<file path="config.mk">
export PLATFORM = sky130hd
export DESIGN_NAME = cover_crop_nearest_scaler_addr_top
export DESIGN_NICKNAME = d
export VERILOG_FILES = /design/src/design/ccns_pkg.sv /design/src/design/ccns_cfg.sv /design/src/design/ccns_div.sv /design/src/design/cover_crop_nearest_scaler_addr_top.sv
export SDC_FILE = /design/constraint.sdc
export NUM_CORES = 2
export LEC_CHECK = 0
export ABC_CLOCK_PERIOD_IN_PS = 9300
export BUFFER_PORTS_ARGS = -buffer_cell sky130_fd_sc_hd__buf_2
export CORE_MARGIN = 3
export CORE_UTILIZATION = 37
export CTS_CLUSTER_DIAMETER = 30
export DETAILED_ROUTE_END_ITERATION = 6
export GPL_ROUTABILITY_DRIVEN = 0
export PLACE_DENSITY_LB_ADDON = 0.15
export SKIP_LAST_GASP = 1
export SYNTH_ARGS = -nofsm -noshare
export SYNTH_HDL_FRONTEND = slang
export SYNTH_SLANG_ARGS = --single-unit
</file>
<file path="constraint.sdc">
create_clock -name clk -period 9.3 [get_ports clk]
set_clock_uncertainty 0.1 [all_clocks]
set_input_delay 1.395 -clock clk [delete_from_list [all_inputs] [get_ports clk]]
set_output_delay 1.395 -clock clk [all_outputs]
set_load 0.005 [all_outputs]
</file>
<file path="src/design/ccns_pkg.sv">
// Shared types and constants of the cover-crop nearest scaler address generator.
package ccns_pkg;

	localparam int FIELD_W = 11;
	localparam int PADDR_W = 4;
	localparam int PDATA_W = 32;

	typedef enum logic [1:0] {
		REG_SRC_W = 2'd0,
		REG_SRC_H = 2'd1,
		REG_TGT_W = 2'd2,
		REG_TGT_H = 2'd3
	} reg_idx_t;

	typedef struct packed {
		logic [FIELD_W-1:0] out_x;
		logic [FIELD_W-1:0] out_y;
	} coord_t;

	typedef struct packed {
		logic [FIELD_W-1:0] src_x;
		logic [FIELD_W-1:0] src_y;
		logic               clamped;
	} addr_t;

endpackage

</file>
<file path="src/design/ccns_cfg.sv">
// Register file and the per-image constants derived from the four size registers.
module ccns_cfg #(
	parameter int CB = 11
) (
	input  logic                          clk,
	input  logic                          arst_n,
	input  logic                          psel,
	input  logic                          penable,
	input  logic                          pwrite,
	input  logic [ccns_pkg::PADDR_W-1:0]  paddr,
	input  logic [ccns_pkg::PDATA_W-1:0]  pwdata,
	output logic [ccns_pkg::PDATA_W-1:0]  prdata,
	output logic [CB-1:0]                 mul,
	output logic [CB:0]                   den,
	output logic [2*CB-1:0]               offx,
	output logic [2*CB-1:0]               offy,
	output logic [2*CB:0]                 limx,
	output logic [2*CB:0]                 limy,
	output logic [CB-1:0]                 szx,
	output logic [CB-1:0]                 szy
);

	localparam int PW = 2 * CB;
	localparam int LW = 2 * CB + 1;
	localparam logic [CB-1:0] ONE = CB'(1);

	function automatic logic [CB-1:0] nz(input logic [CB-1:0] v);
		return (v == '0) ? ONE : v;
	endfunction

	ccns_pkg::reg_idx_t idx;
	logic               wr;
	logic [CB-1:0]      wdat;
	logic [CB-1:0]      sw_q, sh_q, tw_q, th_q;
	logic [CB-1:0]      sw_d, sh_d, tw_d, th_d;
	logic [CB-1:0]      esw_q, esh_q, etw_q, eth_q;
	logic [PW-1:0]      pws_q, phs_q;
	logic               wdom;
	logic [PW-1:0]      off;
	logic [CB-1:0]      mul_q;
	logic [CB:0]        den_q;
	logic [PW-1:0]      offx_q, offy_q;
	logic [LW-1:0]      limx_q, limy_q;
	logic [CB-1:0]      szx_q, szy_q;

	assign idx  = ccns_pkg::reg_idx_t'(paddr[3:2]);
	assign wr   = psel && penable && pwrite;
	assign wdat = pwdata[CB-1:0];

	always_comb begin
		sw_d = sw_q;
		sh_d = sh_q;
		tw_d = tw_q;
		th_d = th_q;
		if (wr) begin
			case (idx)
				ccns_pkg::REG_SRC_W: sw_d = wdat;
				ccns_pkg::REG_SRC_H: sh_d = wdat;
				ccns_pkg::REG_TGT_W: tw_d = wdat;
				ccns_pkg::REG_TGT_H: th_d = wdat;
				default: ;
			endcase
		end
	end

	always_comb begin
		case (idx)
			ccns_pkg::REG_SRC_W: prdata = ccns_pkg::PDATA_W'(sw_q);
			ccns_pkg::REG_SRC_H: prdata = ccns_pkg::PDATA_W'(sh_q);
			ccns_pkg::REG_TGT_W: prdata = ccns_pkg::PDATA_W'(tw_q);
			ccns_pkg::REG_TGT_H: prdata = ccns_pkg::PDATA_W'(th_q);
			default:             prdata = '0;
		endcase
	end

	// The cross products are taken from the next register values so that they
	// are registered together with the size registers themselves.
	always_ff @(posedge clk or negedge arst_n) begin
		if (!arst_n) begin
			sw_q  <= ONE;
			sh_q  <= ONE;
			tw_q  <= ONE;
			th_q  <= ONE;
			esw_q <= ONE;
			esh_q <= ONE;
			etw_q <= ONE;
			eth_q <= ONE;
			pws_q <= PW'(1);
			phs_q <= PW'(1);
		end else begin
			sw_q  <= sw_d;
			sh_q  <= sh_d;
			tw_q  <= tw_d;
			th_q  <= th_d;
			esw_q <= nz(sw_d);
			esh_q <= nz(sh_d);
			etw_q <= nz(tw_d);
			eth_q <= nz(th_d);
			pws_q <= PW'(nz(tw_d)) * PW'(nz(sh_d));
			phs_q <= PW'(nz(th_d)) * PW'(nz(sw_d));
		end
	end

	// Width dominates when tw/sw beats th/sh; a tie goes to the height.
	assign wdom = pws_q > phs_q;
	assign off  = wdom ? (pws_q - phs_q) : (phs_q - pws_q);

	always_ff @(posedge clk or negedge arst_n) begin
		if (!arst_n) begin
			mul_q  <= ONE;
			den_q  <= (CB+1)'(2);
			offx_q <= '0;
			offy_q <= '0;
			szx_q  <= '0;
			szy_q  <= '0;
			limx_q <= LW'(2);
			limy_q <= LW'(2);
		end else begin
			mul_q  <= wdom ? esw_q : esh_q;
			den_q  <= wdom ? {etw_q, 1'b0} : {eth_q, 1'b0};
			offx_q <= wdom ? '0 : off;
			offy_q <= wdom ? off : '0;
			szx_q  <= esw_q - ONE;
			szy_q  <= esh_q - ONE;
			limx_q <= LW'(esw_q) * LW'(den_q);
			limy_q <= LW'(esh_q) * LW'(den_q);
		end
	end

	assign mul  = mul_q;
	assign den  = den_q;
	assign offx = offx_q;
	assign offy = offy_q;
	assign limx = limx_q;
	assign limy = limy_q;
	assign szx  = szx_q;
	assign szy  = szy_q;

endmodule

</file>
<file path="src/design/ccns_div.sv">
// Pipelined restoring divider, one quotient bit per stage, with edge clamping at the end.
module ccns_div #(
	parameter int CB = 11
) (
	input  logic              clk,
	input  logic [CB-1:0]     en,
	input  logic [2*CB+1:0]   num,
	input  logic              sat,
	input  logic [CB:0]       den,
	input  logic [CB-1:0]     szm1,
	output logic [CB-1:0]     res,
	output logic              sat_out
);

	localparam int NW = 2 * CB + 2;

	logic [NW-1:0] rem_s [CB-1];
	logic [CB-1:0] quo_s [CB];
	logic          sat_s [CB];

	genvar k;
	for (k = 0; k < CB; k++) begin : g_stage
		logic [NW-1:0] rem_in;
		logic [NW-1:0] trial;
		logic [CB-1:0] quo_in;
		logic          sat_in;
		logic          fit;

		if (k == 0) begin : g_first
			assign rem_in = num;
			assign quo_in = '0;
			assign sat_in = sat;
		end else begin : g_next
			assign rem_in = rem_s[k-1];
			assign quo_in = quo_s[k-1];
			assign sat_in = sat_s[k-1];
		end

		assign trial = NW'(den) << (CB - 1 - k);
		assign fit   = rem_in >= trial;

		always_ff @(posedge clk) begin
			if (en[k]) begin
				quo_s[k] <= {quo_in[CB-2:0], fit};
				sat_s[k] <= sat_in;
			end
		end

		if (k < CB - 1) begin : g_rem
			always_ff @(posedge clk) begin
				if (en[k]) begin
					rem_s[k] <= fit ? (rem_in - trial) : rem_in;
				end
			end
		end
	end

	assign res     = sat_s[CB-1] ? szm1 : quo_s[CB-1];
	assign sat_out = sat_s[CB-1];

endmodule

</file>
<file path="src/design/cover_crop_nearest_scaler_addr_top.sv">
// Top level of the cover-crop nearest-neighbour scaler address generator.
//
// Channel   Direction  Handshake              Beat contents
// coord     in         coord_valid/ready      preview column and row (out_x, out_y)
// addr      out        addr_valid/ready       source column, source row, clamp flag
// apb       in         psel/penable/pready    one of four size registers, 4-byte spaced
//
// One beat is accepted per clock while coord_ready is high; a result passes the
// front stages and then the divider, which resolves one quotient bit per stage.
// Reset is asynchronous and active low; it empties the pipeline and sets all
// four size registers to one. Each stage moves forward whenever it or any stage
// after it has a free slot, so bubbles are squeezed out and a held result at the
// output does not stop new coordinates entering while room remains upstream.
// Size registers may be rewritten only while no beat is in flight.
module cover_crop_nearest_scaler_addr_top #(
	parameter int COORD_BITS = 11
) (
	input  logic                          clk,
	input  logic                          arst_n,
	input  logic                          coord_valid,
	output logic                          coord_ready,
	input  ccns_pkg::coord_t              coord,
	output logic                          addr_valid,
	input  logic                          addr_ready,
	output ccns_pkg::addr_t               addr,
	input  logic                          psel,
	input  logic                          penable,
	input  logic                          pwrite,
	input  logic [ccns_pkg::PADDR_W-1:0]  paddr,
	input  logic [ccns_pkg::PDATA_W-1:0]  pwdata,
	output logic [ccns_pkg::PDATA_W-1:0]  prdata,
	output logic                          pready
);

	localparam int CB  = COORD_BITS;
	localparam int NW  = 2 * CB + 2;
	localparam int PW  = 2 * CB + 1;
	// Five front stages (capture, odd coordinate, product, offset add, clamp
	// compare) followed by one divider stage per quotient bit.
	localparam int NST = 5 + CB;

	logic [CB-1:0]  mul;
	logic [CB:0]    den;
	logic [2*CB-1:0] offx, offy;
	logic [PW-1:0]  limx, limy;
	logic [CB-1:0]  szx, szy;

	logic [NST:1]   vld_s;
	logic [NST:1]   en;

	logic [CB-1:0]  x_s1, y_s1;
	logic [CB:0]    oddx_s2, oddy_s2;
	logic [PW-1:0]  px_s3, py_s3;
	logic [NW-1:0]  numx_s4, numy_s4;
	logic [NW-1:0]  numx_s5, numy_s5;
	logic           satx_s5, saty_s5;

	logic [CB-1:0]  resx, resy;
	logic           hitx, hity;

	assign pready = 1'b1;

	ccns_cfg #(
		.CB (CB)
	) u_cfg (
		.clk     (clk),
		.arst_n  (arst_n),
		.psel    (psel),
		.penable (penable),
		.pwrite  (pwrite),
		.paddr   (paddr),
		.pwdata  (pwdata),
		.prdata  (prdata),
		.mul     (mul),
		.den     (den),
		.offx    (offx),
		.offy    (offy),
		.limx    (limx),
		.limy    (limy),
		.szx     (szx),
		.szy     (szy)
	);

	// A stage may load when the output is being taken or when there is an
	// empty slot anywhere from this stage to the output.
	genvar g;
	for (g = 1; g <= NST; g++) begin : g_en
		assign en[g] = addr_ready || !(&vld_s[NST:g]);
	end

	assign coord_ready = en[1];
	assign addr_valid  = vld_s[NST];

	always_ff @(posedge clk or negedge arst_n) begin
		if (!arst_n) begin
			vld_s <= '0;
		end else begin
			if (en[1]) begin
				vld_s[1] <= coord_valid;
			end
			for (int i = 2; i <= NST; i++) begin
				if (en[i]) begin
					vld_s[i] <= vld_s[i-1];
				end
			end
		end
	end

	// Sampling at pixel centres turns each coordinate into the odd value 2c+1;
	// the dominant-axis size then scales both axes, and the cropped axis picks
	// up the centring offset before the floor division by twice the target.
	always_ff @(posedge clk) begin
		if (en[1]) begin
			x_s1 <= CB'(coord.out_x);
			y_s1 <= CB'(coord.out_y);
		end
		if (en[2]) begin
			oddx_s2 <= {x_s1, 1'b1};
			oddy_s2 <= {y_s1, 1'b1};
		end
		if (en[3]) begin
			px_s3 <= PW'(oddx_s2) * PW'(mul);
			py_s3 <= PW'(oddy_s2) * PW'(mul);
		end
		if (en[4]) begin
			numx_s4 <= NW'(px_s3) + NW'(offx);
			numy_s4 <= NW'(py_s3) + NW'(offy);
		end
		// The quotient reaches the source size exactly when the numerator
		// reaches size times divisor, so the clamp is known before dividing.
		if (en[5]) begin
			numx_s5 <= numx_s4;
			numy_s5 <= numy_s4;
			satx_s5 <= numx_s4 >= NW'(limx);
			saty_s5 <= numy_s4 >= NW'(limy);
		end
	end

	ccns_div #(
		.CB (CB)
	) u_div_x (
		.clk     (clk),
		.en      (en[NST:6]),
		.num     (numx_s5),
		.sat     (satx_s5),
		.den     (den),
		.szm1    (szx),
		.res     (resx),
		.sat_out (hitx)
	);

	ccns_div #(
		.CB (CB)
	) u_div_y (
		.clk     (clk),
		.en      (en[NST:6]),
		.num     (numy_s5),
		.sat     (saty_s5),
		.den     (den),
		.szm1    (szy),
		.res     (resy),
		.sat_out (hity)
	);

	always_comb begin
		addr.src_x   = ccns_pkg::FIELD_W'(resx);
		addr.src_y   = ccns_pkg::FIELD_W'(resy);
		addr.clamped = hitx || hity;
	end

	// Every delivered address lies inside the source image.
	a_in_bounds : assert property (@(posedge clk) disable iff (!arst_n)
		addr_valid |-> (resx <= szx) && (resy <= szy))
		else $error("source address beyond the source edge");

	// A set clamp flag means at least one axis sits on the last source pixel.
	a_clamp_edge : assert property (@(posedge clk) disable iff (!arst_n)
		addr_valid && addr.clamped |-> (resx == szx) || (resy == szy))
		else $error("clamp flag without an edge address");

	// Any empty slot in the pipeline must let a new coordinate in.
	a_bubble_ready : assert property (@(posedge clk) disable iff (!arst_n)
		!(&vld_s) |-> coord_ready)
		else $error("input stalled while the pipeline has room");

	// An output held back keeps its beat in the last stage.
	a_hold_last : assert property (@(posedge clk) disable iff (!arst_n)
		addr_valid && !addr_ready |=> addr_valid && $stable(resx) && $stable(resy))
		else $error("held result lost or changed in the last stage");

endmodule

</file>
# Word-level counts from Yosys, hierarchy flattened
# Memory sizes are Yosys's and may differ from the RTL's.
# Cells that the tools add are included.
dict set report word_totals {
  reg_bits 471
  input_bits 65
  output_inout_bits 58
  n_memories 6
  ram_bits 744
  elab_cells 229
}
# name words word_bits rd rd_clocked_by_memory_dff write_ports line_no
set mem_list {}
lappend mem_list {u_div_x.rem_s 10 24 10 0 10 ccns_div.sv:17} ;# logic [NW-1:0] rem_s [CB-1];
lappend mem_list {u_div_y.rem_s 10 24 10 0 10 ccns_div.sv:17}
lappend mem_list {u_div_x.quo_s 11 11 11 0 11 ccns_div.sv:18} ;# logic [CB-1:0] quo_s [CB];
lappend mem_list {u_div_y.quo_s 11 11 11 0 11 ccns_div.sv:18}
lappend mem_list {u_div_x.sat_s 11 1 11 0 11 ccns_div.sv:19} ;# logic sat_s [CB];
lappend mem_list {u_div_y.sat_s 11 1 11 0 11 ccns_div.sv:19}
dict set report classes {
  order_cmp 25
  eq_ne 3
  n_reduce_logical 55
  mul 6
  n_mux 62
  addsub 26
}
# op count
set ops {}
lappend ops {{24-bit 2-to-1 mux} 20}
lappend ops {{11-bit 2-to-1 mux} 15}
lappend ops {{32-bit one-hot mux with 4 select lines} 1}
lappend ops {{22-bit 2-to-1 mux} 3}
lappend ops {{23-bit by 22-bit adder with 24-bit output} 2}
lappend ops {{24-bit by 12-bit greater-or-equal comparator with 1-bit output} 2}
lappend ops {{24-bit by 13-bit greater-or-equal comparator with 1-bit output} 2}
lappend ops {{24-bit by 14-bit greater-or-equal comparator with 1-bit output} 2}
lappend ops {{24-bit by 15-bit greater-or-equal comparator with 1-bit output} 2}
lappend ops {{24-bit by 16-bit greater-or-equal comparator with 1-bit output} 2}
lappend ops {{24-bit by 17-bit greater-or-equal comparator with 1-bit output} 2}
lappend ops {{24-bit by 18-bit greater-or-equal comparator with 1-bit output} 2}
lappend ops {{24-bit by 19-bit greater-or-equal comparator with 1-bit output} 2}
lappend ops {{24-bit by 20-bit greater-or-equal comparator with 1-bit output} 2}
lappend ops {{24-bit by 21-bit greater-or-equal comparator with 1-bit output} 2}
lappend ops {{24-bit by 22-bit greater-or-equal comparator with 1-bit output} 2}
lappend ops {{24-bit by 23-bit greater-or-equal comparator with 1-bit output} 2}
lappend ops {{24-bit by 13-bit subtractor with 24-bit output} 2}
lappend ops {{24-bit by 14-bit subtractor with 24-bit output} 2}
lappend ops {{24-bit by 15-bit subtractor with 24-bit output} 2}
lappend ops {{24-bit by 16-bit subtractor with 24-bit output} 2}
lappend ops {{24-bit by 17-bit subtractor with 24-bit output} 2}
lappend ops {{24-bit by 18-bit subtractor with 24-bit output} 2}
lappend ops {{24-bit by 19-bit subtractor with 24-bit output} 2}
lappend ops {{other kinds (33)} 98}

# Longest topological paths before layout
dict set report logic_depth {
  ltp_word 6
  depth_mapped 26
  ltp_nobuf 25
}

# Cells and area by module
# Synthesis repeated with hierarchy kept, for this count alone.
dict set report hier_totals {
  hier_cells 7692
  area_unflattened_um2 81808.5
}
# mod n_inst area_per_inst_um2 cells_each seq_area_each_um2
set by_module_without_submodules {}
lappend by_module_without_submodules {ccns_cfg 1 26685.6 2789 6623.9}
lappend by_module_without_submodules {{ccns_div at u_div_x} 1 18511.5 1610 9519.1}
lappend by_module_without_submodules {{ccns_div at u_div_y} 1 18317.6 1579 9519.1}
lappend by_module_without_submodules {cover_crop_nearest_scaler_addr_top 1 18293.8 1714 6015.8}

# Least setup slack after synthesis
# No wires, ideal clock.
dict set report synth_timing {
  path_type {in2out}
  startpoint {input addr_ready}
  endpoint {output coord_ready}
  required_time_ns 7.805
  setup_slack_ns 0.789
  n_path_buf 0
  arrival_ns 7.016
  path_stages 10
  path_cell_list {nor2b_1 -> nand3_1 -> nor2_1 -> and2_1 -> inv_1 -> nor2_1 -> and2_1 -> inv_1 -> nor2_1 -> nand2_1}
}
dict set report synth_between {
  elab_chain_len 1
}
# item line_no
set synth_rtl {}
lappend synth_rtl {{start: declaration} cover_crop_nearest_scaler_addr_top.sv:24} ;# input logic addr_ready,
lappend synth_rtl {{1-bit logical OR} cover_crop_nearest_scaler_addr_top.sv:88} ;# assign en[g] = addr_ready || !(&vld_s[NST:g]);
lappend synth_rtl {{end: declaration} cover_crop_nearest_scaler_addr_top.sv:21} ;# output logic coord_ready,
# No other way between the ends.

# Worst setup path after layout
dict set report layout_timing {
  startpoint {input paddr[2] in the netlist's numbering}
  endpoint {register u_cfg.pws_q[20]}
}
dict set report layout_between {
  elab_chain_len 6
  elab_cells_between_ends 11
  classes_between {1 x mul; 2 x eq/ne; 6 x mux; 2 x reduce/logical}
}
# item line_no
set layout_rtl {}
lappend layout_rtl {{start: declaration} cover_crop_nearest_scaler_addr_top.sv:29} ;# input logic [ccns_pkg::PADDR_W-1:0] paddr,
lappend layout_rtl {{2-bit by 1-bit equality test with 1-bit output (*)} ccns_cfg.sv:56} ;# case (idx)
lappend layout_rtl {{11-bit 2-to-1 mux (*)} ccns_cfg.sv:56}
lappend layout_rtl {{11-bit 2-to-1 mux (*)} ccns_cfg.sv:55} ;# if (wr) begin
lappend layout_rtl {{named net u_cfg.sh_d[3]} ccns_cfg.sv:35} ;# logic [CB-1:0] sw_d, sh_d, tw_d, th_d;
lappend layout_rtl {{11-bit logical NOT} ccns_cfg.sv:28} ;# return (v == '0) ? ONE : v;
lappend layout_rtl {{11-bit 2-to-1 mux (*)} ccns_cfg.sv:28}
lappend layout_rtl {{11-bit by 11-bit multiplier with 22-bit output (*)} ccns_cfg.sv:99} ;# pws_q <= PW'(nz(tw_d)) * PW'(nz(sh_d));
lappend layout_rtl {{end signal: assignment} ccns_cfg.sv:99}
lappend layout_rtl {{end: declaration} ccns_cfg.sv:37} ;# logic [PW-1:0] pws_q, phs_q;
# Mark *: on every way through the listed nets, which the timed path passes. The rest lies on a longest branch.
# A chain may end at the register's enable or synchronous reset.

==> flow_summary.ini <==
[clock_tree]
cts_tree = done
holdBufCountCts = 0
post_cts_buffers = 0
clk_pin_slew_worst_paths_ns = 0.05
clkSinkCount = 1099
postCtsResizedCells = 0
cts-root-buf = clkbuf_16
cts_made_buffers = 276
clk_latency_ns = 0.89
ctsLongestPathBuffers = 4
h-tree-depth = 5

[worst_setup_path]
cp.arrival_ns = 8.02
critPathKind = in2reg
crit_top_cell = fa_1
cpPeakStageDelay_ns = 0.74
crit_family = adder cells
path_buf_inv = 6
crit_path_end_kind = flop
crit_required_ns = 9.89
crit_fanout = 15
path_cells = buf_2, nor3b_2, mux2i_1, clkinv_1, nand2_1, fa_1, inv_1, fa_1, fa_1, fa_1, inv_1, fa_1, inv_1, ha_1, inv_1, o41ai_1, o31a_1, a21o_1, a31oi_1, o311ai_0
slowest_stage = o41ai_1
critical_path.startpoint_type = input pin

[place]
port_buffers = 77
dpl.hpwl_um = 149000

[finish]
nFillCells = 20141
syn_to_final_growth_pct = 16.4
nets = 9047
drive_gt1_frac = 0.0949

[detailed_routing]
totalWireLength_um = 198000
ant_nets = 0
vias = 54172
drt_pass1_iterations = 5
via_per_inst = 5.04
routedWlPerCell_um = 18.5
drt_first_iter_violations = 3123
drc = 0

[synthesis]
ys_seq_area_frac = 0.399
synth_flop_cell = edfxtp_1
synth_edf_count = 821
synth_area_mm2 = 0.0792
synthCells = 7465
synth_area_per_cell_um2 = 10.6
synth.distinct_cells = 92
synth-warning-count = 0
async_flop_share = 0.253
yosys_register_bits = 1099

[status]
status = finished clean

[sta]
fin_setup_tns_ns = 0
worst_slew_pin_slew_ns = 1.28
finalCritPeriodShare = 0.798
rsz0062_at_grt = no
slew_violations = 0
final.min_clock_period_ns = 7.42
slew_headroom = 0.141
clock.fmax_mhz = 135
hold_viol_final = 0
setup_viol_count_final = 0

[floorplanning]
die_h_um = 469
rows = 169
die_x_um = 469
core-area_mm2 = 0.213
initial_core_util = 0.373
dieArea_mm2 = 0.220
io-pin-count = 123

[global_route]
grt_max_degree = 142
grt_pass1_wl_um = 319000
antenna_found_initial = 11
grt.overflow.total = 0
grt_usage = 0.185
grt_pass1_vias = 56986

[hold_path]
min_path_type = reg2reg

[flow_run]
cap_violations = 0
-- Yosys cell counts (21+ instances only) --
cell | count | share of area
nand2b_1 | 83 | 0.0066
or3_1 | 31 | 0.0024
ha_1 | 737 | 0.12
mux2i_1 | 59 | 0.0075
nor2_1 | 544 | 0.026
dfrtp_1 | 264 | 0.083
and3_1 | 21 | 0.0017
nor4_1 | 77 | 0.0061
nor2b_1 | 76 | 0.0060
a31oi_1 | 38 | 0.0030
mux2_2 | 53 | 0.0075
inv_1 | 966 | 0.046
o21a_1 | 74 | 0.0070
a21o_1 | 146 | 0.014
a21boi_0 | 29 | 0.0027
edfxtp_1 | 821 | 0.31
o31ai_1 | 40 | 0.0038
and2_1 | 280 | 0.022
nand4_1 | 56 | 0.0044
a211oi_1 | 33 | 0.0031
a21oi_1 | 374 | 0.024
xor2_1 | 189 | 0.021
o21bai_1 | 29 | 0.0027
xnor2_1 | 255 | 0.028
buf_4 | 22 | 0.0021
o21ai_0 | 291 | 0.018
nand3_1 | 79 | 0.0050
nor3_1 | 133 | 0.0084
clkbuf_1 | 174 | 0.0082
fa_1 | 522 | 0.13
nand2_1 | 642 | 0.030
-- registers in the layout, indices dropped and copies added (netlist names), 23 cells and up --
register and flops:
numy_s5 24, numx_s5 24, u_div_x.rem_s 240, u_div_y.quo_s 66
px_s3 23, numx_s4 24, u_div_x.quo_s 66, numy_s4 24
u_div_y.rem_s 240
-- layout by cell type, fill, tap and decap left out, types with 83 or more instances in the layout --
master     instances
ha_1             737
nor3_1           131
buf_4             94
nand2_1          639
and2_1           280
edfxtp_1         821
nor2_1           544
inv_1            952
xnor2_1          255
fa_1             522
xor2_1           189
a21oi_1          374
clkbuf_16        284
nand2b_1          83
dfrtp_1          263
a21o_1           146
o21ai_0          291
-- per-layer routing --
layer | part of all wire | vias to the layer above | global-route usage | routed length, um
li1 | - | 26082 | - | -
met2 | 0.48 | 1080 | 0.308 | 94700
met4 | 0.032 | 0 | 0.0632 | 6250
met1 | 0.45 | 26630 | 0.245 | 89500
met5 | 0 | - | 0 | 0
met3 | 0.040 | 380 | 0.0271 | 7970
-- metrics by stage --
stage | worst slack [ns] | instances | instance area, um^2 | util | hold WS [ns]
final | 1.88 | 10741 | 92200 | 0.434 | 0.276
after global routing | 1.51 | 10739 | 92200 | 0.434 | 0.278
after CTS | 2.00 | 10737 | 92200 | 0.434 | 0.270
after detailed placement | 1.16 | 10266 | 83100 | 0.391 | 0.305
after global placement | 1.23 | 10266 | 83100 | 0.391 | 0.301
after floorplan | 0.789 | 7485 | 79300 | - | 0.300
-- logic make-up after synthesis --
| group | count (synthesis) | share of synthesized area |
|---|---|---|
| flops | 1099 | 0.399 |
| simple gates | 2139 | 0.131 |
| xor+xnor | 444 | 0.0491 |
| mux | 123 | 0.0181 |
| compound gates | 1212 | 0.0962 |
| fa+ha+maj | 1259 | 0.248 |
| other cells | 2 | 0.0000948 |
| buf+inv | 1187 | 0.0577 |
-- final timing paths --
path	start	to	slack, ns	cells past startpoint
max	paddr[2]	u_cfg.pws_q[20]	1.88	20
min	u_div_x.sat_s[4]	u_div_x.sat_s[5]	0.28	0
max reg2reg	u_cfg.sh_q[3]	u_cfg.pws_q[20]	2.81	18
min reg2reg	u_div_x.sat_s[4]	u_div_x.sat_s[5]	0.28	0
max in group asynchronous	arst_n	u_cfg.offy[15]	7.17	2
min in group asynchronous	arst_n	vld_s[1]	0.43	1
-- cell type report --
class	count	area [um^2]	area share
multi-input combinational	5199	43100	0.468
sequential	1099	31600	0.343
clock buffer	330	7460	0.0809
inverter	975	3660	0.0397
tap	2821	3530	0.0383
clock inverter	141	1640	0.0178
timing repair buffer	172	1120	0.0122
antenna	4	10.0	0.000109
Power is not shown: default switching activity piles up to over one toggle a cycle in this logic, so the estimate is an artifact.
